**src/design/glzw_ram.sv**
```systemverilog
module glzw_ram #(
  parameter int WIDTH = 8,
  parameter int DEPTH = 256,
  localparam int AW = $clog2(DEPTH)
) (
  input  logic             clk,
  input  logic             we,
  input  logic [AW-1:0]    waddr,
  input  logic [WIDTH-1:0] wdata,
  input  logic [AW-1:0]    raddr,
  output logic [WIDTH-1:0] rdata
);

  logic [WIDTH-1:0] mem [DEPTH];

  always_ff @(posedge clk) begin
    if (we) begin
      mem[waddr] <= wdata;
    end
    rdata <= mem[raddr];
  end

endmodule

```
**config.mk**
```make
export PLATFORM = sky130hd
export DESIGN_NAME = glzw_ram
export DESIGN_NICKNAME = d
export VERILOG_FILES = /design/src/design/glzw_ram.sv
export SDC_FILE = /design/constraint.sdc
export NUM_CORES = 2
export LEC_CHECK = 0
export BUFFER_PORTS_ARGS = -buffer_cell sky130_fd_sc_hd__buf_2
export CAP_MARGIN = 5
export CORE_AREA = 2 2 518 520
export DETAILED_ROUTE_END_ITERATION = 12
export DIE_AREA = 0 0 520 522
export MAX_ROUTING_LAYER = met4
export PLACE_DENSITY_LB_ADDON = 0.12
export SYNTH_ARGS = -nofsm -noshare
export SYNTH_HDL_FRONTEND = slang
export SYNTH_SLANG_ARGS = --single-unit
```
**constraint.sdc**
```tcl
create_clock -name clk -period 2.5 [get_ports clk]
set_input_delay 0.125 -clock clk [delete_from_list [all_inputs] [get_ports clk]]
set_output_delay 0.125 -clock clk [all_outputs]
set_load 0.02 [all_outputs]
```
==> impl_metrics.csv <==
group,metric,value,unit
logic_synthesis,synth_most_common_cell,"edfxtp_1",
floorplanning,die_h,522,microns
logic_synthesis,ys_types,55,
setup_path,end_kind,"flip-flop",
drt,wl_met2,115000,microns
logic_synthesis,synth.area.top_cells,"edfxtp_1 (77%), mux4_2 (13%), mux2i_1 (1.7%), nor2_1 (1.3%), a22oi_1 (1.3%)",
drt,drt-initial-drc-count,3617,
run_status,outcome,"finished, violations left",
grt,grt_antenna_before_repair,12,
floorplanning,core,0.266,sq mm
drt,vias,40600,
setup_path,crit_buf_inv,2,
timing,fin_crit,2.49,ns
run,drv_cap,0,
drt,post_drt_wl_per_cell,29.0,microns
hold_path,hp-start,"waddr[7]",
setup_path,reg2reg_depth,8,
power,finalPower,74.4,mW
logic_synthesis,yosysTopAreaCell,"edfxtp_1",
power,vdd_drop_max,0.675,mV
placement,place_hpwl,157000,microns
timing,max_slew.worst_pin.slew,1.11,ns
logic_synthesis,yosysSeqAreaShare,77.5,%
logic_synthesis,synth-seq-cells,2056,
power,power_density,768,mW/mm^2
layout,regArea,0.0617,sq mm
timing,finalHoldViolCount,0,
logic_synthesis,synthesis.area,0.0796,sq mm
floorplanning,die_w,520,microns
drt,drt.antenna.violating_nets,0,
timing,clock_skew,0.0376,ns
logic_synthesis,async_flop_share,0,%
drt,top_layer,"met4",
setup_path,crit_cells,8,
logic_synthesis,postSynthAreaPerCell,21.3,sq um
floorplanning,die_area,0.271,sq mm
layout,drive_gt1_share,33.4,%
timing,rsz0062_at_grt,"no",
setup_path,crit_path_start,"mem[43][5]$_DFFE_PP_",
layout,fin_area,0.0970,sq mm
logic_synthesis,syn-num-nets,3759,
placement,portBuffers,33,
timing,final_max_slew_viol_count,0,
grt,grt_max_degree,85,
run_status,violations,"design-rule violations",
logic_synthesis,ys.flop_type,"edfxtp_1",
grt,grt_pass1_wl,338000,microns
hold_path,whs_path_depth,5,
timing,fmax,0.401,GHz
logic_synthesis,ys_warn_count,0,
timing,maxSlewHeadroom,25.8,%
layout,multi_input_comb_area,0.0167,sq mm
layout,fill_cells,24500,
drt,wl_met1,110000,microns
setup_path,cp_top_family,"compound AO/OA/AOI/OAI gates",
setup_path,r2r-start,"mem[43][5]$_DFFE_PP_",
clocking,htreeDepth,4,
floorplanning,ioPinCount,34,
grt,grt_use_total,18.1,%
floorplanning,start_util,29.9,%
clocking,clock_tree.root_cell,"clkbuf_16",
clocking,clock_latency,0.87,ns
power,leakagePower,31.1,nW
drt,wirelength,239000,microns
logic_synthesis,yosys-top-cells-count,"edfxtp_1 (2048), mux4_2 (454), nor2_1 (282)",
placement,gp_congestion,0.805,
layout,syn_to_final_growth,21.9,%
setup_path,critPathLaunchType,"flip-flop",
drt,routed-wl-met3,9200,microns
setup_path,cpPeakStageDelay,0.48,ns
grt,overflow,0,
drt,drt_pass1_iterations,12,
logic_synthesis,synth_top_cell_area_share,77.3,%
grt,grt_pass1_vias,42400,
setup_path,cpMaxStageDelayCell,"mux4_2",
logic_synthesis,synthCells,3733,
clocking,numCtsBuffers,223,
setup_path,cp.required,3.21,ns
setup_path,crit_chain,"mux4_2 > nand2b_1 > a311oi_1 > buf_4 > o221ai_1 > a211oi_1 > buf_4 > nor4_2",
clocking,cts_sinks,2056,
setup_path,cp_max_fo,1,
clocking,clk_pin_slew,0.06,ns
placement,post_dp_cell_area,0.0897,sq mm
setup_path,path_class,"reg -> reg",
setup_path,cp.arrival,3.20,ns
hold_path,hold_class,"in -> reg",
logic_synthesis,synth_edf_count,2048,
drt,drc,2,
timing,setup_viol,0,
layout,finalNetCount,4529,
drt,via_per_inst,4.92,
clocking,cts_tree,"built",
timing,min_period_over_period,99.6,%
clocking,cts_max_path_buffers,3,
setup_path,crit_top_cell,"buf_4",
floorplanning,row_count,190,
worst min-delay path, cell delays in order:
cell and delay (ns):
buf_2 0.15, nand3_1 0.14, buf_4 0.14, nor2_1 0.04
buf_4 0.17
layout make-up:
| class | count | area share [%] |
|---|---|---|
| repair buffers | 778 | 7.38 |
| multi-input cells | 1442 | 17.2 |
| inverters | 2 | 0.00774 |
| clock inverters | 126 | 1.12 |
| clock buffers | 283 | 6.13 |
| diodes | 9 | 0.0232 |
| flip-flops and latches | 2056 | 63.6 |
| well taps | 3552 | 4.58 |
state kept, by name, indices dropped and copies added, names as in the netlist:
name	flops
rdata	8
mem	2048
layout by cell type (no fill, tap or decap), types with 7 or more instances in the layout:
| master | count |
|---|---|
| clkbuf_1 | 52 |
| buf_4 | 631 |
| o21ai_0 | 10 |
| dlygate4sd3_1 | 16 |
| a221oi_1 | 11 |
| nand3_1 | 25 |
| mux4_2 | 454 |
| clkbuf_16 | 228 |
| buf_2 | 21 |
| nand4_1 | 10 |
| buf_8 | 10 |
| nand2b_1 | 8 |
| a22oi_1 | 133 |
| o211ai_1 | 10 |
| a21oi_1 | 96 |
| diode_2 | 9 |
| nor2_1 | 279 |
| bufinv_16 | 15 |
| clkinvlp_4 | 7 |
| edfxtp_1 | 2048 |
| buf_12 | 100 |
| a211oi_1 | 16 |
| mux2i_1 | 134 |
| a22o_1 | 8 |
| clkinv_1 | 55 |
| nor2b_1 | 28 |
| nor4_2 | 11 |
| o22ai_1 | 28 |
| nand2_1 | 33 |
| dfxtp_1 | 8 |
| nor3_1 | 18 |
| clkinv_2 | 39 |
| nor4_1 | 15 |
| o221ai_1 | 46 |
| nand3_2 | 9 |
logic make-up after synthesis:
kind of cell	count (synthesis)	synth area share (%)
flip-flops	2056	77.5
AND/OR/NAND/NOR	466	2.63
multiplexers	591	14.6
buffers and inverters	235	1.83
AO/OA/AOI/OAI	385	3.42
path summary, 6_finish.rpt:
path	end	slack, ns
worst max-delay path	rdata[5]$_DFF_P_	0.009
worst min-delay path	mem[238][6]$_DFFE_PP_	0.08
worst min register to register	rdata[4]$_DFF_P_	1.14
worst max register to register	rdata[5]$_DFF_P_	0.009
through the flow:
step / setup TNS, ns / hold WS, ns / util [%] / setup slack (ns) / instances
2_1_floorplan: 0 / 0.224 / - / 0.437 / 3733
3_5_place_dp: -7.12 / 0.561 / 33.6 / -1.08 / 7814
6_report: 0 / 0.0827 / 36.4 / 0.00911 / 8248
3_3_place_gp: -8.20 / 0.563 / 33.6 / -1.30 / 7813
4_1_cts: -0.0739 / 0.00265 / 36.4 / -0.0739 / 8239
5_1_grt: 0 / 0.0679 / 36.4 / 0.00126 / 8244
repair_timing:
action                                  in CTS  in global routing
gates resized for setup                     11                  7
buffers inserted                             0                  0
pin swaps                                    0                  4
hold endpoints to repair                  1439                  0
endpoints found under the setup margin       8                  5
hold buffers                                16                  0
metal layers:
layer | global-route usage, % | vias to the layer above
met5 | - | -
met4 | 4.08 | 0
met3 | 2.17 | 296
met2 | 28.8 | 913
met1 | 25.0 | 22100
li1 | - | 17300
power by group:
| group | total, mW | leakage, nW | switching (mW) | internal, mW |
|---|---|---|---|---|
| registers | 38.1 | 18.5 | 0.0797 | 38.0 |
| logic | 4.34 | 9.18 | 2.62 | 1.72 |
| clock network | 32.0 | 3.42 | 13.7 | 18.3 |
| total | 74.4 | 31.1 | 16.5 | 58.0 |
Power figures use the tool's default switching activity.
