`src/design/glzw_pkg.sv`:
```
package glzw_pkg;

  localparam int MAX_CODE_BITS   = 12;
  localparam int TABLE_ENTRIES   = 4096;
  localparam int PALETTE_ENTRIES = 256;

  localparam int TAB_AW  = $clog2(TABLE_ENTRIES);
  localparam int PAL_AW  = $clog2(PALETTE_ENTRIES);
  localparam int NFC_W   = MAX_CODE_BITS + 1;
  localparam int DEPTH_W = TAB_AW + 1;
  localparam int CW_W    = 4;
  localparam int BUF_BITS = 24;
  localparam int CNT_W   = 5;

  localparam logic [3:0] MCS_RESET = 4'd8;
  localparam logic [3:0] MCS_LOW   = 4'd2;
  localparam logic [3:0] MCS_HIGH  = 4'd8;

  typedef enum logic [1:0] {
    MODE_PALETTE = 2'd0,
    MODE_PUSH    = 2'd1,
    MODE_PULL    = 2'd2,
    MODE_START   = 2'd3
  } mode_t;

  typedef enum logic [2:0] {
    ST_PIXEL = 3'd0,
    ST_NEED  = 3'd1,
    ST_END   = 3'd2,
    ST_OK    = 3'd3,
    ST_FULL  = 3'd4,
    ST_BAD   = 3'd5
  } status_t;

  typedef enum logic [2:0] {
    S_IDLE,
    S_PULL,
    S_CODE,
    S_WALK,
    S_WALK_RD,
    S_STK,
    S_PALIDX,
    S_PAL
  } state_t;

  typedef enum logic [1:0] {
    BB_NONE,
    BB_CLEAR,
    BB_PUSH,
    BB_TAKE
  } bb_cmd_t;

  typedef struct packed {
    bb_cmd_t         cmd;
    logic [7:0]      data;
    logic [CW_W-1:0] width;
  } bb_ctl_t;

  // clamp of the minimum code size into the legal range
  function automatic logic [3:0] eff_size(input logic [3:0] mcs);
    logic [3:0] r;
    r = mcs;
    if (mcs < MCS_LOW) r = MCS_LOW;
    if (mcs > MCS_HIGH) r = MCS_HIGH;
    return r;
  endfunction

endpackage

```
`src/design/glzw_bitbuf.sv`:
```
module glzw_bitbuf import glzw_pkg::*; (
  input  logic                     clk,
  input  logic                     rst,
  input  bb_ctl_t                  ctl,
  output logic [CNT_W-1:0]         count,
  output logic [MAX_CODE_BITS-1:0] code
);

  logic [BUF_BITS-1:0] bits;
  logic [BUF_BITS-1:0] bits_next;
  logic [CNT_W-1:0]    count_next;
  logic [BUF_BITS-1:0] mask;
  logic [BUF_BITS-1:0] masked;

  // low code_width bits, least significant bit first
  assign mask   = (BUF_BITS'(1) << ctl.width) - BUF_BITS'(1);
  assign masked = bits & mask;
  assign code   = masked[MAX_CODE_BITS-1:0];

  always_comb begin
    bits_next  = bits;
    count_next = count;
    case (ctl.cmd)
      BB_CLEAR: begin
        bits_next  = '0;
        count_next = '0;
      end
      BB_PUSH: begin
        bits_next  = bits | (BUF_BITS'(ctl.data) << count);
        count_next = count + CNT_W'(8);
      end
      BB_TAKE: begin
        bits_next  = bits >> ctl.width;
        count_next = count - CNT_W'(ctl.width);
      end
      default: begin
        bits_next  = bits;
        count_next = count;
      end
    endcase
  end

  always_ff @(posedge clk) begin
    if (rst) begin
      bits  <= '0;
      count <= '0;
    end else begin
      bits  <= bits_next;
      count <= count_next;
    end
  end

endmodule

```
`config.mk`:
```
export PLATFORM = sky130hd
export DESIGN_NAME = glzw_bitbuf
export DESIGN_NICKNAME = d
export VERILOG_FILES = /design/src/design/glzw_pkg.sv /design/src/design/glzw_bitbuf.sv
export SDC_FILE = /design/constraint.sdc
export NUM_CORES = 1
export LEC_CHECK = 0
export ABC_AREA = 1
export BUFFER_PORTS_ARGS = -buffer_cell sky130_fd_sc_hd__buf_2
export CAP_MARGIN = 25
export CORE_UTILIZATION = 39
export DETAILED_ROUTE_END_ITERATION = 10
export GPL_ROUTABILITY_DRIVEN = 0
export PLACE_DENSITY = 0.6
export RECOVER_POWER = 100
export SYNTH_ARGS = -nofsm -noshare
export SYNTH_HDL_FRONTEND = slang
export SYNTH_SLANG_ARGS = --single-unit
```
`constraint.sdc`:
```
create_clock -name clk -period 3.1 [get_ports clk]
set_clock_uncertainty 0.2 [all_clocks]
set_input_delay 0.155 -clock clk [delete_from_list [all_inputs] [get_ports clk]]
set_output_delay 0.155 -clock clk [all_outputs]
set_load 0.1 [all_outputs]
```
==> flow_summary.json <==
{
  "cts_htree_levels": 2,
  "hp-class": "in2reg",
  "yosys_warnings": 0,
  "drive_above_1_share_pct": 7.78,
  "cts_inserted_buffers": 5,
  "grt_pass1_wl_um": 17400,
  "fmax_ghz": 0.383,
  "grt_setup_unrepaired": "no",
  "antenna_found_initial": 0,
  "syn_nets": 592,
  "syn_area_per_cell_um2": 5.36,
  "critPathLaunchType": "primary input",
  "avgRoutedWirePerCell_um": 15.2,
  "maxCapViolCount": 0,
  "ys.flop_type": "dfxtp_1",
  "finalWirelength_um": 10500,
  "end_kind": "primary output",
  "diodes": 0,
  "fillers": 818,
  "synth-seq-cells": 29,
  "finalCritPeriodShare_pct": 84.3,
  "synth_edf_count": 0,
  "synthDistinctLibCells": 38,
  "cts_resized": 0,
  "fin_setup_tns_ns": 0,
  "syn2layout_area_growth_pct": 8.85,
  "dr.pass1.iters": 6,
  "die_h_um": 90.5,
  "io_pins": 33,
  "cellLeakagePower_nw": 1.58,
  "postCtsSetupRepairBufs": 0,
  "drc": 0,
  "finalCriticalPeriod_ns": 2.61,
  "async_flop_share_pct": 0,
  "core_area_mm2": 0.00741,
  "drv_slew": 0,
  "cts_max_path_buffers": 2,
  "synth_area_mm2": 0.00305,
  "outcome": "finished clean",
  "seq_area_frac_synth_pct": 19.0,
  "grt_overflow": 0,
  "crit_type": "in2out",
  "synthCells": 570,
  "vias": 3798,
  "cp_data_arrival_time_ns": 2.26,
  "finalSetupViolCount": 0,
  "max-slew-margin-rel_pct": 22.2,
  "fp.dieW_um": 90.5,
  "antenna_violating_nets_post_route": 0,
  "cts_root_buffer": "clkbuf_8",
  "cts_tree": "built",
  "vias_per_cell": 5.50,
  "worstPathMaxFanout": 15,
  "clk_pin_slew_ns": 0.06,
  "tightest_slew_ns": 1.17,
  "rows": 31,
  "drt_iter0_markers": 416,
  "grt_max_degree": 30,
  "p_per_area_mw_per_mm2": 372,
  "clk_latency_ns": 0.29,
  "finalHoldViolCount": 0,
  "track_usage_pct": 26.5,
  "hpwl_um": 8140,
  "critPathRequiredTime_ns": 2.74,
  "floorplan.initialDensity_pct": 41.2,
  "nets": 612,
  "grt_pass1_vias": 3450,
  "cts_hold_buf": 0,
  "die_area_mm2": 0.00819,
  "port_buffers": 32,
  "hold_ws_ns": 0.106,
  "clock-sinks": 29,
  "vdd_ir_drop_max_uv": 213
}
[cell families (layout without fill, tap and decap cells)]
kind of cell / count (synthesis) / count (layout) / synth area share (%)
DFF: 29 / 29 / 19.0
AOI/OAI and AO/OA: 73 / 73 / 13.2
and+or+nand+nor: 394 / 394 / 54.8
adders and majority gates: 6 / 6 / 2.70
buffers and inverters: 68 / 89 / 10.2
[critical path, stage by stage]
cell      delay [ns]
buf_2           0.19
nor2_1          0.22
buf_4           0.23
nand3_1         0.09
ha_1            0.25
nand3_1         0.10
nand2_1         0.05
nor2_1          0.09
clkbuf_1        0.87
[through the flow]
step | instance area [µm²] | total power [W] | std cells | utilization (%) | setup WS, ns
finish | 3320 | 0.00124 | 690 | 44.9 | 0.487
global route | 3320 | 0.00130 | 690 | 44.9 | 0.367
floorplan | 3060 | 0.000767 | 570 | - | 0.00372
global placement | 3240 | 0.000874 | 682 | 43.8 | 0.842
detailed placement | 3240 | 0.000874 | 682 | 43.8 | 0.801
CTS | 3340 | 0.00123 | 690 | 45.1 | 0.794
[cells in the final DEF (no fill, tap or decap), types with 2 or more instances in the layout]
master	Yosys	layout
a21oi_1	40	40
a22oi_1	5	5
a31oi_1	3	3
buf_2	8	17
buf_4	9	6
clkbuf_1	6	15
clkbuf_8	0	7
clkinv_2	1	2
dfxtp_1	29	29
ha_1	5	5
inv_1	36	36
inv_2	3	3
nand2_1	232	232
nand3_1	107	107
nand4_1	3	3
nor2_1	39	39
nor2_2	2	2
nor3_1	3	2
o21ai_0	16	16
o31ai_1	2	2
or2_2	2	2
[synth_stat cells, types with 3 or more instances]
library cell / count / area [µm²]
nand2_1: 232 / 871
nand3_1: 107 / 536
buf_2: 8 / 40.0
a21oi_1: 40 / 200
nand4_1: 3 / 18.8
nor3_1: 3 / 15.0
a31oi_1: 3 / 18.8
o21ai_0: 16 / 80.1
clkbuf_1: 6 / 22.5
dfxtp_1: 29 / 581
inv_1: 36 / 135
buf_4: 9 / 67.6
ha_1: 5 / 62.6
inv_2: 3 / 11.3
nor2_1: 39 / 146
a22oi_1: 5 / 37.5
[registers in the layout (all words and copies together), names as in the netlist]
signal,flops
bits,24
count,5
[metal layers]
| layer | vias up | part of all wire, % | track usage (%) | wire (µm) |
|---|---|---|---|---|
| met4 | 0 | 1.8 | 7.66 | 187 |
| met1 | 1681 | 46 | 38.4 | 4840 |
| met3 | 18 | 8.9 | 4.38 | 930 |
| li1 | 1910 | - | - | - |
| met2 | 189 | 43 | 39.8 | 4550 |
| met5 | - | 0 | 0 | 0 |
[worst paths after layout]
kind / start / endpoint / slack, ns / cells after the start
worst min register to register: bits[23] / bits[23] / 0.33 / 2
worst max-delay path: ctl[3] / code[2] / 0.49 / 9
worst min-delay path: ctl[12] / bits[17] / 0.11 / 4
worst max register to register: count[0] / count[4] / 0.63 / 11
[power breakdown]
group	switching (W)	internal, W
registers	0.0000307	0.000392
clock network	0.000162	0.000201
logic	0.000337	0.000113
[layout make-up]
type / instances / area (µm²) / share of cell area [%]
repair buffers: 38 / 186 / 5.61
clock buffers: 7 / 96.3 / 2.90
well taps: 99 / 124 / 3.73
flip-flops and latches: 29 / 581 / 17.5
multi-input cells: 473 / 2160 / 65.1
inverters: 43 / 166 / 5.01
clock inverters: 1 / 5.00 / 0.151
Note: power is estimated with default switching activity, not from simulation.
